## src/hw/rtl/srecord_s1_s9_encoder_macros.svh

```systemverilog
// Assertion macros for the S1/S9 record encoder.
`ifndef SRECORD_S1_S9_ENCODER_MACROS_SVH
`define SRECORD_S1_S9_ENCODER_MACROS_SVH
`ifndef SYNTHESIS
`define SREC_ASSERT_IMPL(label, clk, rst_n, a, c) \
	label: assert property (@(posedge clk) disable iff (!rst_n) (a) |-> (c)) \
		else $error("assertion failed");
`define SREC_ASSERT_NEXT(label, clk, rst_n, a, c) \
	label: assert property (@(posedge clk) disable iff (!rst_n) (a) |=> (c)) \
		else $error("assertion failed");
`else
`define SREC_ASSERT_IMPL(label, clk, rst_n, a, c)
`define SREC_ASSERT_NEXT(label, clk, rst_n, a, c)
`endif
`endif

```

## src/hw/rtl/srec_pkg.sv

```systemverilog
// Shared constants, types and functions of the S1/S9 record encoder.
`default_nettype none
package srec_pkg;
	localparam int RECORD_BYTES = 16;
	localparam int COUNT_W = $clog2(RECORD_BYTES + 1);
	localparam int IDX_W = $clog2(RECORD_BYTES > 1 ? RECORD_BYTES : 2);
	localparam int POS_W = $clog2(2 * RECORD_BYTES + 12);

	localparam logic [6:0] CHAR_S = 7'h53;
	localparam logic [6:0] CHAR_1 = 7'h31;
	localparam logic [6:0] CHAR_9 = 7'h39;
	localparam logic [6:0] CHAR_CR = 7'h0D;
	localparam logic [6:0] CHAR_LF = 7'h0A;

	localparam logic CTRL_IDLE = 1'b0;
	localparam logic CTRL_EMIT = 1'b1;

	typedef struct packed {
		logic take;
		logic step;
	} cmd_t;

	typedef struct packed {
		logic emits;
		logic at_last;
	} status_t;

	function automatic logic [6:0] hex_char(input logic [3:0] v);
		if (v < 4'd10) begin
			hex_char = 7'h30 + {3'd0, v};
		end else begin
			hex_char = 7'h37 + {3'd0, v};
		end
	endfunction
endpackage
`default_nettype wire

```

## src/hw/rtl/srec_in_if.sv

```systemverilog
// Input channel of the encoder: one data byte or transfer address per item.
`default_nettype none
interface srec_in_if;
	logic valid;
	logic ready;
	logic operation;
	logic [15:0] address;
	logic [7:0] data_byte;
	logic run_last;

	modport source(output valid, output operation, output address, output data_byte,
		output run_last, input ready);
	modport sink(input valid, input operation, input address, input data_byte,
		input run_last, output ready);
endinterface
`default_nettype wire

```

## src/hw/rtl/srec_out_if.sv

```systemverilog
// Output channel of the encoder: one record character per item.
`default_nettype none
interface srec_out_if;
	logic valid;
	logic ready;
	logic [6:0] out_char;
	logic last;

	modport source(output valid, output out_char, output last, input ready);
	modport sink(input valid, input out_char, input last, output ready);
endinterface
`default_nettype wire

```

## src/hw/rtl/srecord_s1_s9_encoder.sv

```systemverilog
// Top level of the S1/S9 record encoder: controller, datapath and assertions.
//
//  channel  direction  payload                                   handshake
//  din      sink       operation, address, data_byte, run_last  valid/ready
//  dout     source     out_char, last                            valid/ready
//
// A data byte that does not close a record is buffered; the input stays ready.
// A record then goes out one character per cycle unless dout stalls: 12 + 2n
// chars for n bytes in S1 (44 when full), 11 in S9, set by the character counter.
// The input is ready only while no record is being sent; the output register
// holds a stalled character, and the buffer count clears at reset.
`default_nettype none
`include "srecord_s1_s9_encoder_macros.svh"
module srecord_s1_s9_encoder
	import srec_pkg::*;
(
	input wire         clk,
	input wire         arst_n,
	srec_in_if.sink    din,
	srec_out_if.source dout
);
	cmd_t    cmd;
	status_t status;

	srec_ctrl u_ctrl (
		.clk       (clk),
		.arst_n    (arst_n),
		.in_valid  (din.valid),
		.in_ready  (din.ready),
		.out_valid (dout.valid),
		.out_ready (dout.ready),
		.status    (status),
		.cmd       (cmd)
	);

	srec_dp u_dp (
		.clk       (clk),
		.arst_n    (arst_n),
		.cmd       (cmd),
		.operation (din.operation),
		.address   (din.address),
		.data_byte (din.data_byte),
		.run_last  (din.run_last),
		.status    (status),
		.out_char  (dout.out_char),
		.last      (dout.last)
	);

	`SREC_ASSERT_NEXT(a_emit_blocks_input, clk, arst_n, cmd.take && status.emits, !din.ready)
	`SREC_ASSERT_IMPL(a_no_step_when_idle, clk, arst_n, din.ready, !cmd.step)
	`SREC_ASSERT_IMPL(a_last_is_lf, clk, arst_n, dout.valid && dout.last, dout.out_char == CHAR_LF)
endmodule
`default_nettype wire

```

## src/hw/rtl/srec_ctrl.sv

```systemverilog
// Controller: accepts items while idle and paces the record characters.
`default_nettype none
module srec_ctrl
	import srec_pkg::*;
(
	input  wire     clk,
	input  wire     arst_n,
	input  wire     in_valid,
	output logic    in_ready,
	output logic    out_valid,
	input  wire     out_ready,
	input  status_t status,
	output cmd_t    cmd
);
	logic state_q;
	logic out_valid_q;

	assign in_ready = (state_q == CTRL_IDLE);
	assign out_valid = out_valid_q;

	always_comb begin
		cmd.take = in_valid && in_ready;
		cmd.step = (state_q == CTRL_EMIT) && (!out_valid_q || out_ready);
	end

	always_ff @(posedge clk or negedge arst_n) begin
		if (!arst_n) begin
			state_q <= CTRL_IDLE;
			out_valid_q <= 1'b0;
		end else begin
			unique case (state_q)
				CTRL_IDLE: begin
					if (cmd.take && status.emits) begin
						state_q <= CTRL_EMIT;
					end
				end
				CTRL_EMIT: begin
					if (cmd.step && status.at_last) begin
						state_q <= CTRL_IDLE;
					end
				end
				default: state_q <= CTRL_IDLE;
			endcase
			if (cmd.step) begin
				out_valid_q <= 1'b1;
			end else if (out_ready) begin
				out_valid_q <= 1'b0;
			end
		end
	end
endmodule
`default_nettype wire

```

## src/hw/rtl/srec_dp.sv

```systemverilog
// Datapath: byte buffer, checksum, record fields and character generation.
`default_nettype none
module srec_dp
	import srec_pkg::*;
(
	input  wire         clk,
	input  wire         arst_n,
	input  cmd_t        cmd,
	input  wire         operation,
	input  wire  [15:0] address,
	input  wire  [7:0]  data_byte,
	input  wire         run_last,
	output status_t     status,
	output logic [6:0]  out_char,
	output logic        last
);
	logic [7:0]         buffer_q [RECORD_BYTES];
	logic [COUNT_W-1:0] count_q;
	logic [15:0]        start_q;
	logic [7:0]         sum_q;
	logic [15:0]        emit_addr_q;
	logic [7:0]         emit_cnt_q;
	logic [7:0]         emit_chk_q;
	logic               emit_s9_q;
	logic [POS_W-1:0]   data_end_q;
	logic [POS_W-1:0]   last_pos_q;
	logic [POS_W-1:0]   pos_q;
	logic [6:0]         char_q;
	logic               last_q;

	logic [COUNT_W-1:0] new_count;
	logic               first;
	logic [15:0]        start_n;
	logic [7:0]         sum_n;
	logic [7:0]         cnt_n;
	logic [POS_W-1:0]   data_end_n;
	logic [POS_W-1:0]   data_off;
	logic [7:0]         data_sel;
	logic [3:0]         nib;
	logic [6:0]         char_n;

	always_comb begin
		new_count = count_q + COUNT_W'(1);
		first = (count_q == '0);
		start_n = first ? address : start_q;
		sum_n = (first ? (address[15:8] + address[7:0]) : sum_q) + data_byte;
		cnt_n = 8'(new_count) + 8'd3;
		data_end_n = POS_W'(8) + POS_W'({new_count, 1'b0});
		status.emits = operation || run_last || (new_count == COUNT_W'(RECORD_BYTES));
		status.at_last = (pos_q == last_pos_q);
	end

	always_comb begin
		data_off = pos_q - POS_W'(8);
		data_sel = buffer_q[IDX_W'(data_off >> 1)];
		nib = 4'd0;
		char_n = CHAR_LF;
		priority if (pos_q == POS_W'(0)) begin
			char_n = CHAR_S;
		end else if (pos_q == POS_W'(1)) begin
			char_n = emit_s9_q ? CHAR_9 : CHAR_1;
		end else if (pos_q < POS_W'(4)) begin
			nib = pos_q[0] ? emit_cnt_q[3:0] : emit_cnt_q[7:4];
			char_n = hex_char(nib);
		end else if (pos_q < POS_W'(8)) begin
			unique case (pos_q[1:0])
				2'd0: nib = emit_addr_q[15:12];
				2'd1: nib = emit_addr_q[11:8];
				2'd2: nib = emit_addr_q[7:4];
				default: nib = emit_addr_q[3:0];
			endcase
			char_n = hex_char(nib);
		end else if (pos_q < data_end_q) begin
			nib = pos_q[0] ? data_sel[3:0] : data_sel[7:4];
			char_n = hex_char(nib);
		end else if (pos_q == data_end_q) begin
			char_n = hex_char(emit_chk_q[7:4]);
		end else if (pos_q == data_end_q + POS_W'(1)) begin
			char_n = hex_char(emit_chk_q[3:0]);
		end else if (pos_q == data_end_q + POS_W'(2)) begin
			char_n = emit_s9_q ? CHAR_LF : CHAR_CR;
		end else begin
			char_n = CHAR_LF;
		end
	end

	always_ff @(posedge clk or negedge arst_n) begin
		if (!arst_n) begin
			count_q <= '0;
			start_q <= '0;
		end else if (cmd.take && !operation) begin
			count_q <= status.emits ? '0 : new_count;
			start_q <= start_n;
		end
	end

	always_ff @(posedge clk) begin
		if (cmd.take) begin
			pos_q <= '0;
			if (operation) begin
				emit_s9_q <= 1'b1;
				emit_addr_q <= address;
				emit_cnt_q <= 8'd3;
				emit_chk_q <= ~(8'd3 + address[15:8] + address[7:0]);
				data_end_q <= POS_W'(8);
				last_pos_q <= POS_W'(10);
			end else begin
				buffer_q[IDX_W'(count_q)] <= data_byte;
				sum_q <= sum_n;
				emit_s9_q <= 1'b0;
				emit_addr_q <= start_n;
				emit_cnt_q <= cnt_n;
				emit_chk_q <= ~(sum_n + cnt_n);
				data_end_q <= data_end_n;
				last_pos_q <= data_end_n + POS_W'(3);
			end
		end else if (cmd.step) begin
			pos_q <= pos_q + POS_W'(1);
			char_q <= char_n;
			last_q <= status.at_last;
		end
	end

	assign out_char = char_q;
	assign last = last_q;
endmodule
`default_nettype wire

```

## src/flat_wrapper.sv

```systemverilog
// flat-port wrapper written by rule: the top's interface ports become plain ports
module srecord_s1_s9_encoder_flat import srec_pkg::*;
  (clk, arst_n, din_valid, din_operation, din_address, din_data_byte, din_run_last, din_ready, dout_valid, dout_out_char, dout_last, dout_ready);
  srec_in_if din_i ();
  srec_out_if dout_i ();
  input wire clk;
  input wire arst_n;
  input wire logic [$bits(din_i.valid)-1:0] din_valid;
  input wire logic [$bits(din_i.operation)-1:0] din_operation;
  input wire logic [$bits(din_i.address)-1:0] din_address;
  input wire logic [$bits(din_i.data_byte)-1:0] din_data_byte;
  input wire logic [$bits(din_i.run_last)-1:0] din_run_last;
  output wire logic [$bits(din_i.ready)-1:0] din_ready;
  output wire logic [$bits(dout_i.valid)-1:0] dout_valid;
  output wire logic [$bits(dout_i.out_char)-1:0] dout_out_char;
  output wire logic [$bits(dout_i.last)-1:0] dout_last;
  input wire logic [$bits(dout_i.ready)-1:0] dout_ready;
  assign din_i.valid = din_valid;
  assign din_i.operation = din_operation;
  assign din_i.address = din_address;
  assign din_i.data_byte = din_data_byte;
  assign din_i.run_last = din_run_last;
  assign din_ready = din_i.ready;
  assign dout_valid = dout_i.valid;
  assign dout_out_char = dout_i.out_char;
  assign dout_last = dout_i.last;
  assign dout_i.ready = dout_ready;
  srecord_s1_s9_encoder u_core (.clk(clk), .arst_n(arst_n), .din(din_i), .dout(dout_i));
endmodule
```

## config.mk

```make
export PLATFORM = sky130hd
export DESIGN_NAME = srecord_s1_s9_encoder_flat
export DESIGN_NICKNAME = d
export VERILOG_FILES = /design/src/hw/rtl/srec_pkg.sv /design/src/hw/rtl/srec_in_if.sv /design/src/hw/rtl/srec_out_if.sv /design/src/hw/rtl/srecord_s1_s9_encoder.sv /design/src/hw/rtl/srec_ctrl.sv /design/src/hw/rtl/srec_dp.sv /design/src/flat_wrapper.sv
export VERILOG_INCLUDE_DIRS = /design/src /design/src/hw/rtl
export SDC_FILE = /design/constraint.sdc
export NUM_CORES = 1
export LEC_CHECK = 0
export BUFFER_PORTS_ARGS = -buffer_cell sky130_fd_sc_hd__buf_2
export CAP_MARGIN = 0
export CELL_PAD_IN_SITES_DETAIL_PLACEMENT = 0
export CELL_PAD_IN_SITES_GLOBAL_PLACEMENT = 1
export CORE_ASPECT_RATIO = 0.75
export CORE_UTILIZATION = 40
export CTS_CLUSTER_DIAMETER = 40
export CTS_CLUSTER_SIZE = 16
export DETAILED_ROUTE_END_ITERATION = 10
export PLACE_DENSITY = 0.73
export SLEW_MARGIN = 20
export SYNTH_ARGS = -nofsm -noshare
export SYNTH_HDL_FRONTEND = slang
export SYNTH_HIERARCHICAL = 1
export SYNTH_SLANG_ARGS = --single-unit
```

## constraint.sdc

```tcl
create_clock -name clk -period 4.4 [get_ports clk]
set_input_delay 0.44 -clock clk [delete_from_list [all_inputs] [get_ports clk]]
set_output_delay 0.44 -clock clk [all_outputs]
set_load 0.02 [all_outputs]
```

# --- Word level (Yosys, flattened, before mapping) ---
# Memories as Yosys holds them, arrays and structs flattened.
# Cells that the tools add are included.
totals:
  reg_bits: 90
  wordCells: 110
  in_bits: 30
  mem_count: 1
  ramBits: 128
  out_inout_bits: 10
mem_list:
  columns: ["memory", "words", "width", "rd", "rd_ports_with_merged_regs", "wr", "line", "rtl"]
  rows:
  - ["u_core.u_dp.buffer_q", 16, 8, 1, 0, 1, "srec_dp.sv:17", "logic [7:0] buffer_q [RECORD_BYTES];"]
classes:
  n_eq_ne: 8
  bitwise_logic: 5
  reduce_logical: 16
  n_lt_le_gt_ge: 8
  addsub: 23
  muxes: 35
op_table:
  columns: ["op", "count"]
  rows:
  - ["$mux W7", 11]
  - ["$add A6 B4 Y7 const A", 10]
  - ["$mux W16", 2]
  - ["$mux W4", 7]
  - ["$add A8 B8 Y8", 3]
  - ["$eq A6 B6 Y1", 4]
  - ["$lt A4 B4 Y1 const B", 5]
  - ["$mux W8", 2]
  - ["$not A8 Y8", 2]
  - ["$add A6 B1 Y6 const B", 2]
  - ["$add A6 B2 Y6 const B", 2]
  - ["$pmux W4 S3", 1]
  - ["$add A2 B8 Y8 const A", 1]
  - ["$add A8 B6 Y8", 1]
  - ["$mux W1", 8]
  - ["$add A4 B6 Y6 const A", 1]
  - ["$add A5 B2 Y6 const B", 1]
  - ["$eq A6 B1 Y1 const B", 1]
  - ["$logic_not A6 Y1", 1]
  - ["$lt A6 B3 Y1 const B", 1]
  - ["$lt A6 B4 Y1 const B", 1]
  - ["$lt A6 B6 Y1", 1]
  - ["$mux W3", 2]
  - ["$add A5 B1 Y5 const B", 1]
  - ["other kinds (14)", 24]

# --- Depth between registers and ports, before layout ---
# Gate-level depths: netlist of the first run.
depth:
  word_depth: 11
  mapped_depth: 19
  depth_no_buf: 17

# --- By module ---
# Netlist of the first run, hierarchy kept.
by_module_without_submodules:
  columns: ["mod", "seq_area_each_um2", "n_inst", "area_per_inst_um2", "cells_each"]
  rows:
  - ["srec_dp", 6200.9, 1, 10817.9, 833]
  - ["srec_ctrl", 50.0, 1, 96.3, 9]

# --- Least setup slack after synthesis of the first run ---
# Ideal clock, no wire load.
synth_path:
  path_type: "input to register"
  start: "input port din_valid"
  end: "memory u_core.u_dp.buffer_q[0][0], enable pin"
  cell_stages: 6
  setup_ns: 0.383
  required_time_ns: 4.017
  path_slack_ns: 0.205
  n_path_buf: 1
  arrival_time_ns: 3.811
  cell_sequence: "nor2b_1 > buf_2 > nand2_1 > inv_2 > nand2_1 > nor3_1"
synth_between:
  elab_chain_cells: 3
synth_lines:
  columns: ["element", "line", "rtl"]
  rows:
  - ["start: declaration", "flat_wrapper.sv:8", "input wire logic [$bits(din_i.valid)-1:0] din_valid;"]
  - ["$logic_and A1 B1 Y1", "srec_ctrl.sv:22", "cmd.take = in_valid && in_ready;"]
  - ["$mux W1", "srec_dp.sv:98", "if (cmd.take) begin"]
  - ["$mux W1 (implied by the code)", "srec_dp.sv:108", "buffer_q[IDX_W'(count_q)] <= data_byte;"]
  - ["end: declaration", "srec_dp.sv:17", null]
# Every way passes these cells.

# --- Worst setup path in the final report of the first run ---
layout_path:
  start: "register u_core.u_dp.count_q[1]"
  end: "register u_core.u_dp.emit_chk_q[7], data pin"
layout_between:
  elab_chain_cells: 6
  word_cells_on_any_way: 8
  classes_between: "4 x add/sub; 2 x mux; 1 x bitwise; 1 x reduce/logical"
layout_lines:
  columns: ["element", "line", "rtl"]
  rows:
  - ["start: declaration", "srec_dp.sv:18", "logic [COUNT_W-1:0] count_q;"]
  - ["start signal: assignment", "srec_dp.sv:92", "count_q <= status.emits ? '0 : new_count;"]
  - ["$logic_not A5 Y1", "srec_dp.sv:44", "first = (count_q == '0);"]
  - ["$mux W8", "srec_dp.sv:46", "sum_n = (first ? (address[15:8] + address[7:0]) : sum_q) + data_byte;"]
  - ["$add A8 B8 Y8", "srec_dp.sv:46", null]
  - ["net u_core.u_dp.sum_n[1]", "srec_dp.sv:34", "logic [7:0] sum_n;"]
  - ["$add A8 B6 Y8", "srec_dp.sv:113", "emit_chk_q <= ~(sum_n + cnt_n);"]
  - ["$not A8 Y8", "srec_dp.sv:113", null]
  - ["$mux W8", "srec_dp.sv:100", "if (operation) begin"]
  - ["end signal: assignment", "srec_dp.sv:104", "emit_chk_q <= ~(8'd3 + address[15:8] + address[7:0]);"]
  - ["end signal: assignment", "srec_dp.sv:113", null]
  - ["end: declaration", "srec_dp.sv:23", "logic [7:0] emit_chk_q;"]
# The timed path passes the listed nets, and every way through them passes these cells.
# A chain may end at the register's enable or synchronous reset.

==> run summary, run 1 <==
The count of input and output buffers is 39, and the starting utilization of the core area is 0.4141. The tools report the latest clock arrival within the worst-skew pair as 0.54 ns. Launch point of the worst path: u_core/u_dp/count_q[1]. The number of maximum-capacitance constraint violations is 0, and the number of buffers created by CTS is 27.

The smallest hold slack came out at 0.1742 ns. Compared with the post-synthesis result, the final layout area differs by 14.27%. The tree is rooted in a clkbuf_16.

The tightest slew margin relative to the limit came out at 0.2326. Setup total negative slack on the finished layout was measured at 0 ns. From bottom edge to top edge, the die measures 145.1 um. The cell leakage power is 4.693 nW. The synthesis-stage register bit count was 214; the clock-pin slew of the registers on the worst-case setup and hold paths was 0.07 ns.

The ratio of final minimum period to clock period is 0.9213. The tightest min-delay check is of the input pin to register type. The net count of the finished layout came out at 994.

Setup repair after global routing left no endpoint under its margin. The highest fanout seen on the critical path came out at 18. In this run the cell area of the synthesized design comes to 10910 um2.

The tools report the global placer's final weighted congestion as 0.8537. The cell count after synthesis came out at 842. The peak ir drop on the vdd network is 0.3115 mV.

In this run the mean area of a mapped cell was 12.96 um2. The number of cells on the worst reg-to-reg path is 16. The worst register-to-register path ends at u_core/u_dp/emit_chk_q[7]. The tools report the required time at the endpoint of the critical path as 4.66 ns.

The startpoint of the lowest-slack register-to-register path is u_core/u_dp/count_q[1]. The share of synthesized flip-flops with an asynchronous set or reset came out at 0.1075. Hold path startpoint: din_address[10]. The placement row count is 51, and the hold violation total from the final report is 0. The number of top-level design ports was 40. Summed over all layers, the routed wires come to 25010 um. The logs give 38720 um for the first-pass GRT wire length and 0.3465 ns for the least setup slack across all paths after layout.

The area taken by flip-flops and latches was 6252 um2; the detailed-route via count was 6816. The filler cells instantiated in the layout total 2360. Once the clock tree was built, the setup fixing pass inserted 0 buffers. In the final layout, the multi-input gates occupy 4303 um2. The placeable core region came out at 26350 um2. Unique cell type count in the Yosys netlist: 67. The longest clock path from root to sink contains 3 buffers. The number of pins with negative max-slew slack in the final report is 0, and the global-route usage over all layers is 0.1838. In this run the remaining antenna-violating nets after routing total 0. In this run, synthesis inferred 185 flip-flops with an integrated enable.

STA classifies the critical path startpoint as a register. At the pin with the least slew margin, the transition time is 1.147 ns. The checks that failed: DRC. After legalization and detailed placement, the total HPWL measured 17700 um. Critical path class: register to register.

The worst setup path is captured at a register. The iteration count of the initial detailed-routing pass is 8, and the final-report setup violation count is 0. Total overflow reported by the global router: 0. The worst setup timing slack at the placement stage was 0.2985 ns. Setup slack on the worst reg-to-reg path comes out at 0.35 ns. The cell area power density works out to 639.0 nW/um2. After the first detailed-routing iteration, the DRC count stood at 663.

For this design, the sink count on the clock tree is 214. The tools report the total nets after synthesis as 936. TritonCTS built the clock tree.

The logs give 0 for the number of antenna violations at the first check in global routing and 27960 um2 for the die area. The tools report the total DRC errors in the routed layout as 6. The sequential-to-total area share from yosys stat was 0.5727; the via count of the first global-routing pass was 6514. For the finished layout, the period the worst path requires is 4.054 ns. The last element of the critical path was u_core/u_dp/emit_chk_q[7]. In the synthesized netlist the dominant register cell turns out to be edfxtp_1. From left edge to right edge, the die measures 192.7 um. The routed length per placed instance is 19.77 um.

Timing would allow up to 246.7 MHz. Entering global routing, the biggest net connects 50 pins. The number of inserted diodes came out at 0.

The logs give 6 for the count of warnings emitted by yosys and 4.31 ns for the worst endpoint data arrival time. The logs give 0.009835 ns for the clock tree skew after final layout and 1 for the number of levels the H-tree was split into. The average vias per placed instance is 5.388, and the proportion of layout cells with a drive suffix above 1 is 0.1564. The flow ran to the end, but the final reports show violations.
==> synthesized netlist by cell type (all sizes together) (3+ instances only) <==
cell type | instances | share of area
a21o | 5 | 0.0034
a21oi | 35 | 0.016
a221oi | 4 | 0.0032
a222oi | 4 | 0.0037
a31oi | 7 | 0.0040
and2 | 8 | 0.0047
and3 | 3 | 0.0017
buf | 14 | 0.0093
clkbuf | 19 | 0.0065
dfrtp | 23 | 0.053
dfxtp | 6 | 0.011
edfxtp | 185 | 0.51
fa | 8 | 0.015
ha | 56 | 0.064
inv | 55 | 0.019
mux2 | 15 | 0.015
mux2i | 23 | 0.022
mux4 | 28 | 0.062
nand2 | 77 | 0.026
nand2b | 4 | 0.0030
nand3 | 16 | 0.0073
nand4 | 9 | 0.0052
nor2 | 58 | 0.020
nor2b | 14 | 0.0080
nor3 | 17 | 0.0078
nor4 | 3 | 0.0017
o21a | 3 | 0.0021
o21ai | 47 | 0.022
o22ai | 4 | 0.0023
or3 | 4 | 0.0023
xnor2 | 36 | 0.029
xor2 | 19 | 0.015
==> worst min-delay path by stage <==
stage | to | slack, ns | cells past startpoint
floorplan | u_core/u_ctrl/out_valid | 0.14 | 0
global placement | u_core/u_ctrl/out_valid | 0.47 | 1
detailed placement | u_core/u_dp/start_q[2] | 0.47 | 1
CTS | u_core/u_dp/start_q[10] | 0.15 | 2
global route | u_core/u_dp/start_q[10] | 0.16 | 2
finish | u_core/u_dp/start_q[10] | 0.17 | 2
==> cells by family after synthesis <==
logic type / after synthesis / synth area share
simple gates: 222 / 0.09527
flops: 214 / 0.5727
compound gates: 133 / 0.07497
buf+inv: 88 / 0.03473
mux: 66 / 0.09928
fa+ha+maj: 64 / 0.07887
xor+xnor: 55 / 0.04414
==> what timing repair did <==
action | in CTS | in global routing
hold endpoints to repair | 23 | 0
hold buffers | 1 | 0
endpoints found under the setup margin | 0 | 1
gates resized for setup | 0 | 1
==> cell type report <==
type | count | area share
tap | 344 | 0.03451
clock buffer | 28 | 0.05447
clock inverter | 22 | 0.01846
inverter | 55 | 0.01655
sequential | 214 | 0.5013
timing repair buffer | 62 | 0.02969
multi-input combinational | 540 | 0.3450
==> metal layers <==
layer / routed length [um] / vias to the layer above / track usage
li1: - / 3257 / -
met1: 12610 / 3355 / 0.2927
met2: 10440 / 180 / 0.2545
met3: 1620 / 24 / 0.03967
met4: 344 / 0 / 0.03543
met5: 0 / - / 0
==> flip-flops by register name, indices dropped and copies added (netlist names) <==
signal	cells
u_core/u_ctrl/state_q	1
u_core/u_dp/sum_q	8
u_core/u_dp/data_end_q	5
u_core/u_dp/emit_s9_q	1
u_core/u_dp/emit_addr_q	16
u_core/u_dp/buffer_q	128
u_core/u_dp/last_pos_q	6
u_core/u_ctrl/out_valid	1
u_core/u_dp/emit_cnt_q	5
u_core/u_dp/last	1
u_core/u_dp/count_q	5
u_core/u_dp/emit_chk_q	8
u_core/u_dp/out_char	7
u_core/u_dp/start_q	16
u_core/u_dp/pos_q	6
==> worst max-delay path, stage by stage, from the launching register on <==
cell	delay, ns
dfrtp_1	0.45
inv_1	0.13
ha_1	0.18
or4b_1	0.50
buf_4	0.23
mux2_1	0.34
inv_1	0.08
fa_1	0.41
inv_1	0.13
ha_1	0.24
a21o_1	0.16
a21oi_2	0.17
nor2b_1	0.08
o31a_1	0.25
o21ai_0	0.19
xnor2_1	0.14
mux2i_1	0.09
==> metrics by stage <==
stage / instance area (um2) / util / std cells / power, W
finish: 12470 / 0.4732 / 1265 / 0.007970
global route: 12470 / 0.4732 / 1265 / 0.008479
CTS: 12460 / 0.4728 / 1265 / 0.008013
detailed placement: 11540 / 0.4379 / 1214 / 0.005832
global placement: 11540 / 0.4379 / 1214 / 0.005801
floorplan: 10910 / - / 842 / 0.005020
==> where the power goes <==
part           internal [W]  total, W  switching (W)
logic               0.00135   0.00326        0.00191
registers           0.00245   0.00255       0.000104
clock network       0.00119   0.00216       0.000963
==> cells in the final DEF (no fill, tap or decap), types with 8 or more instances in the layout <==
master	n
buf_2	39
nor2_1	55
nor2b_1	13
dfrtp_1	23
xor2_1	19
inv_1	48
mux4_2	17
ha_1	56
inv_6	8
mux4_1	11
mux2i_1	22
mux2_1	14
a21oi_1	34
fa_1	8
o21ai_0	9
xnor2_1	36
edfxtp_1	185
nand4_1	9
nand3_1	16
nand2_1	77
o21ai_1	38
clkbuf_16	27
nor3_1	17
buf_4	22
Power figures use the tool's default switching activity.
==> run 2: changes to the inputs <==
--- a/config.mk
+++ b/config.mk
@@ -15,7 +15,7 @@
 export CTS_CLUSTER_DIAMETER = 40
 export CTS_CLUSTER_SIZE = 16
 export DETAILED_ROUTE_END_ITERATION = 10
-export PLACE_DENSITY = 0.73
+export PLACE_DENSITY_LB_ADDON = 0.1
 export SLEW_MARGIN = 20
 export SYNTH_ARGS = -nofsm -noshare
 export SYNTH_HDL_FRONTEND = slang
==> run summary, run 2 (synthesized netlist as in run 1, its figures left out) <==
The critical path class is register to register. Setup repair after global routing left no endpoint under its margin. The core region is 26350 um2. Fmax: 243.2 MHz.

The run gives 0.2171 as the tightest slew margin relative to the limit. Dividing the detail-routed via count by the number of cells gives 5.364. The proportion of layout cells with a drive suffix above 1 is 0.1543, and the peak ir drop on the vdd network is 0.4005 mV. In this run the core area contains 51 standard-cell rows. Clock tree synthesis selected as its root buffer the cell clkbuf_16. Final-report setup violation count: 0. For the number of buffers created by CTS, the log shows 28. Dividing total power by cell area gives a power density of 646.6 nW/um2. In this run the vertical extent of the chip is 145.1 um.

The cell leakage power is 4.693 nW. CTS saw 214 sinks. Final critical-path required period: 4.111 ns.

In the final layout, the registers with the most flip-flops are u_core/u_dp/buffer_q x128, u_core/u_dp/emit_addr_q x16, u_core/u_dp/start_q x16. The ratio of final minimum period to clock period was 0.9344; the required time at the endpoint of the critical path was 4.69 ns. The checks that failed: DRC.

Entering global routing, the biggest net connects 50 pins. The logs give 4.40 ns for the worst endpoint data arrival time and 0 for the post-CTS setup-driven buffer insertion count. The sum of routed wire length over all layers came out at 26610 um.

TritonCTS built the clock tree. The leading cell type in the layout, fill and taps excluded was edfxtp_1. The latest clock arrival within the worst-skew pair came out at 0.56 ns. The number of levels the H-tree was split into was 1; the clock-pin slew of the registers on the worst-case setup and hold paths was 0.06 ns. In the routed design, unresolved DRC markers number 4. The final layout contains 993 nets. The run gives 0 as the number of inserted diodes. The logs give 40 for the number of top-level design ports and 0 for the total overflow reported by the global router.

Setup total negative slack: 0 ns. The run finished, with violations left. STA classifies the critical path endpoint as a register. Max-cap violations in this run came to 0. For the via count of the first global-routing pass, the log shows 6900.

The DRC violation total after the first TritonRoute iteration was 482; the number of pins with negative max-slew slack in the final report was 0. The tools report the number of antenna violations at the first check in global routing as 0. The number of routed nets with antenna violations is 0, and the horizontal die dimension is 192.7 um. Dividing the detail-routed wire length by the instance count gives 21.05 um.

The flip-flop count of the largest register, all copies and words added was 128. Routability-driven placement finished with a final weighted congestion of 0.8241. The top register by number of flip-flops is u_core/u_dp/buffer_q. The iteration count of the initial detailed-routing pass was 8; the starting utilization of the core area was 0.4141. The smallest hold slack came out at 0.1408 ns. Port buffering added 39 buffers. The path class of the tightest hold or removal check is input pin to register. The floorplan step defined a die boundary enclosing 27960 um2. The detailed-route via count was 6780. The run gives 0.1981 as the global-route usage over all layers.

In the layout the commonest cells are edfxtp_1 (185), nand2_1 (77), nor2_1 (57), ha_1 (56), inv_1 (48). Hold violation total from the final report: 0. The area growth from synthesis to final layout is 14.34%, and the clock tree skew after final layout is 0.01576 ns.

The number of buffers on the longest clock path was 3; the highest fanout seen on the critical path was 18. The wire-length estimate of the detail-placed layout is 18960 um. The startpoint type of the worst setup path is a register.

For the pin with the worst max-slew slack, the measured transition is 1.170 ns. The run gives 40900 um as the first-pass GRT wire length.
run 2: cell types whose count changed in the layout (fill, tap and decap cells not counted), sizes merged:
cell      change
bufinv        +1
buf           -2
clkinv        +2
clkinvlp      +3
inv           -5
run 2: area by class of cell:
| type | instances | area (um2) |
|---|---|---|
| Fill cell | 2315 | 13870 |
| Sequential cell | 214 | 6254 |
| Multi-Input combinational cell | 540 | 4294 |
| Clock buffer | 28 | 700.7 |
| Tap cell | 344 | 430.4 |
| Timing Repair Buffer | 60 | 367.9 |
| Clock inverter | 23 | 226.5 |
| Inverter | 55 | 206.4 |
run 2: path summary, 6_finish.rpt:
kind	end	startpoint	slack [ns]	cells after the start
setup / recovery	u_core/u_dp/emit_chk_q[7]	u_core/u_dp/count_q[1]	0.29	16
setup reg to reg	u_core/u_dp/emit_chk_q[7]	u_core/u_dp/count_q[1]	0.29	16
max in group asynchronous	u_core/u_dp/start_q[12]	arst_n	3.60	2
hold / removal	u_core/u_dp/start_q[2]	din_address[2]	0.14	2
hold reg to reg	u_core/u_dp/start_q[8]	u_core/u_dp/start_q[8]	0.48	2
min in group asynchronous	u_core/u_ctrl/state_q	arst_n	0.41	2
run 2: power breakdown:
group          switching [W]  total [W]  leakage, nW  internal, W
Clock               0.000939    0.00220        0.442      0.00126
Combinational        0.00194    0.00329         2.23      0.00135
Sequential          0.000133    0.00258         2.02      0.00245
run 2: worst max-delay path, stage by stage, from the launching register on:
cell and delay (ns):
dfrtp_1 0.45, inv_1 0.13, ha_1 0.18, or4b_1 0.49, buf_4 0.22, mux2_1 0.35, ha_1 0.30, a211o_1 0.31
o2111ai_1 0.13, nand2_1 0.10, xor2_1 0.21, ha_1 0.30, o21a_1 0.13, o31a_1 0.11, o21ai_0 0.19, xnor2_1 0.15
mux2i_1 0.08
run 2: per-stage QoR:
step	cells	area, um2	power, W	utilization	setup WS (ns)
2_1_floorplan	842	10910	0.005020	-	0.2054
3_3_place_gp	1212	11540	0.005857	0.4378	0.3709
3_5_place_dp	1212	11540	0.005904	0.4378	0.3274
4_1_cts	1264	12480	0.008150	0.4734	0.2732
5_1_grt	1264	12480	0.008594	0.4735	0.001310
6_report	1264	12480	0.008069	0.4735	0.2887
run 2: repair_timing:
item,4_1_cts,5_1_grt
hold buffers,1,0
endpoints found under the hold margin,23,0
resized for setup,0,0
run 2: metal layers:
layer  wire length, um  global-route usage  vias up
met1             13430              0.3015     3377
met3              1321             0.04403       41
li1                  -                   -     3239
met5                 0                   0        -
met2             11180              0.2819      123
met4               680             0.05354        0
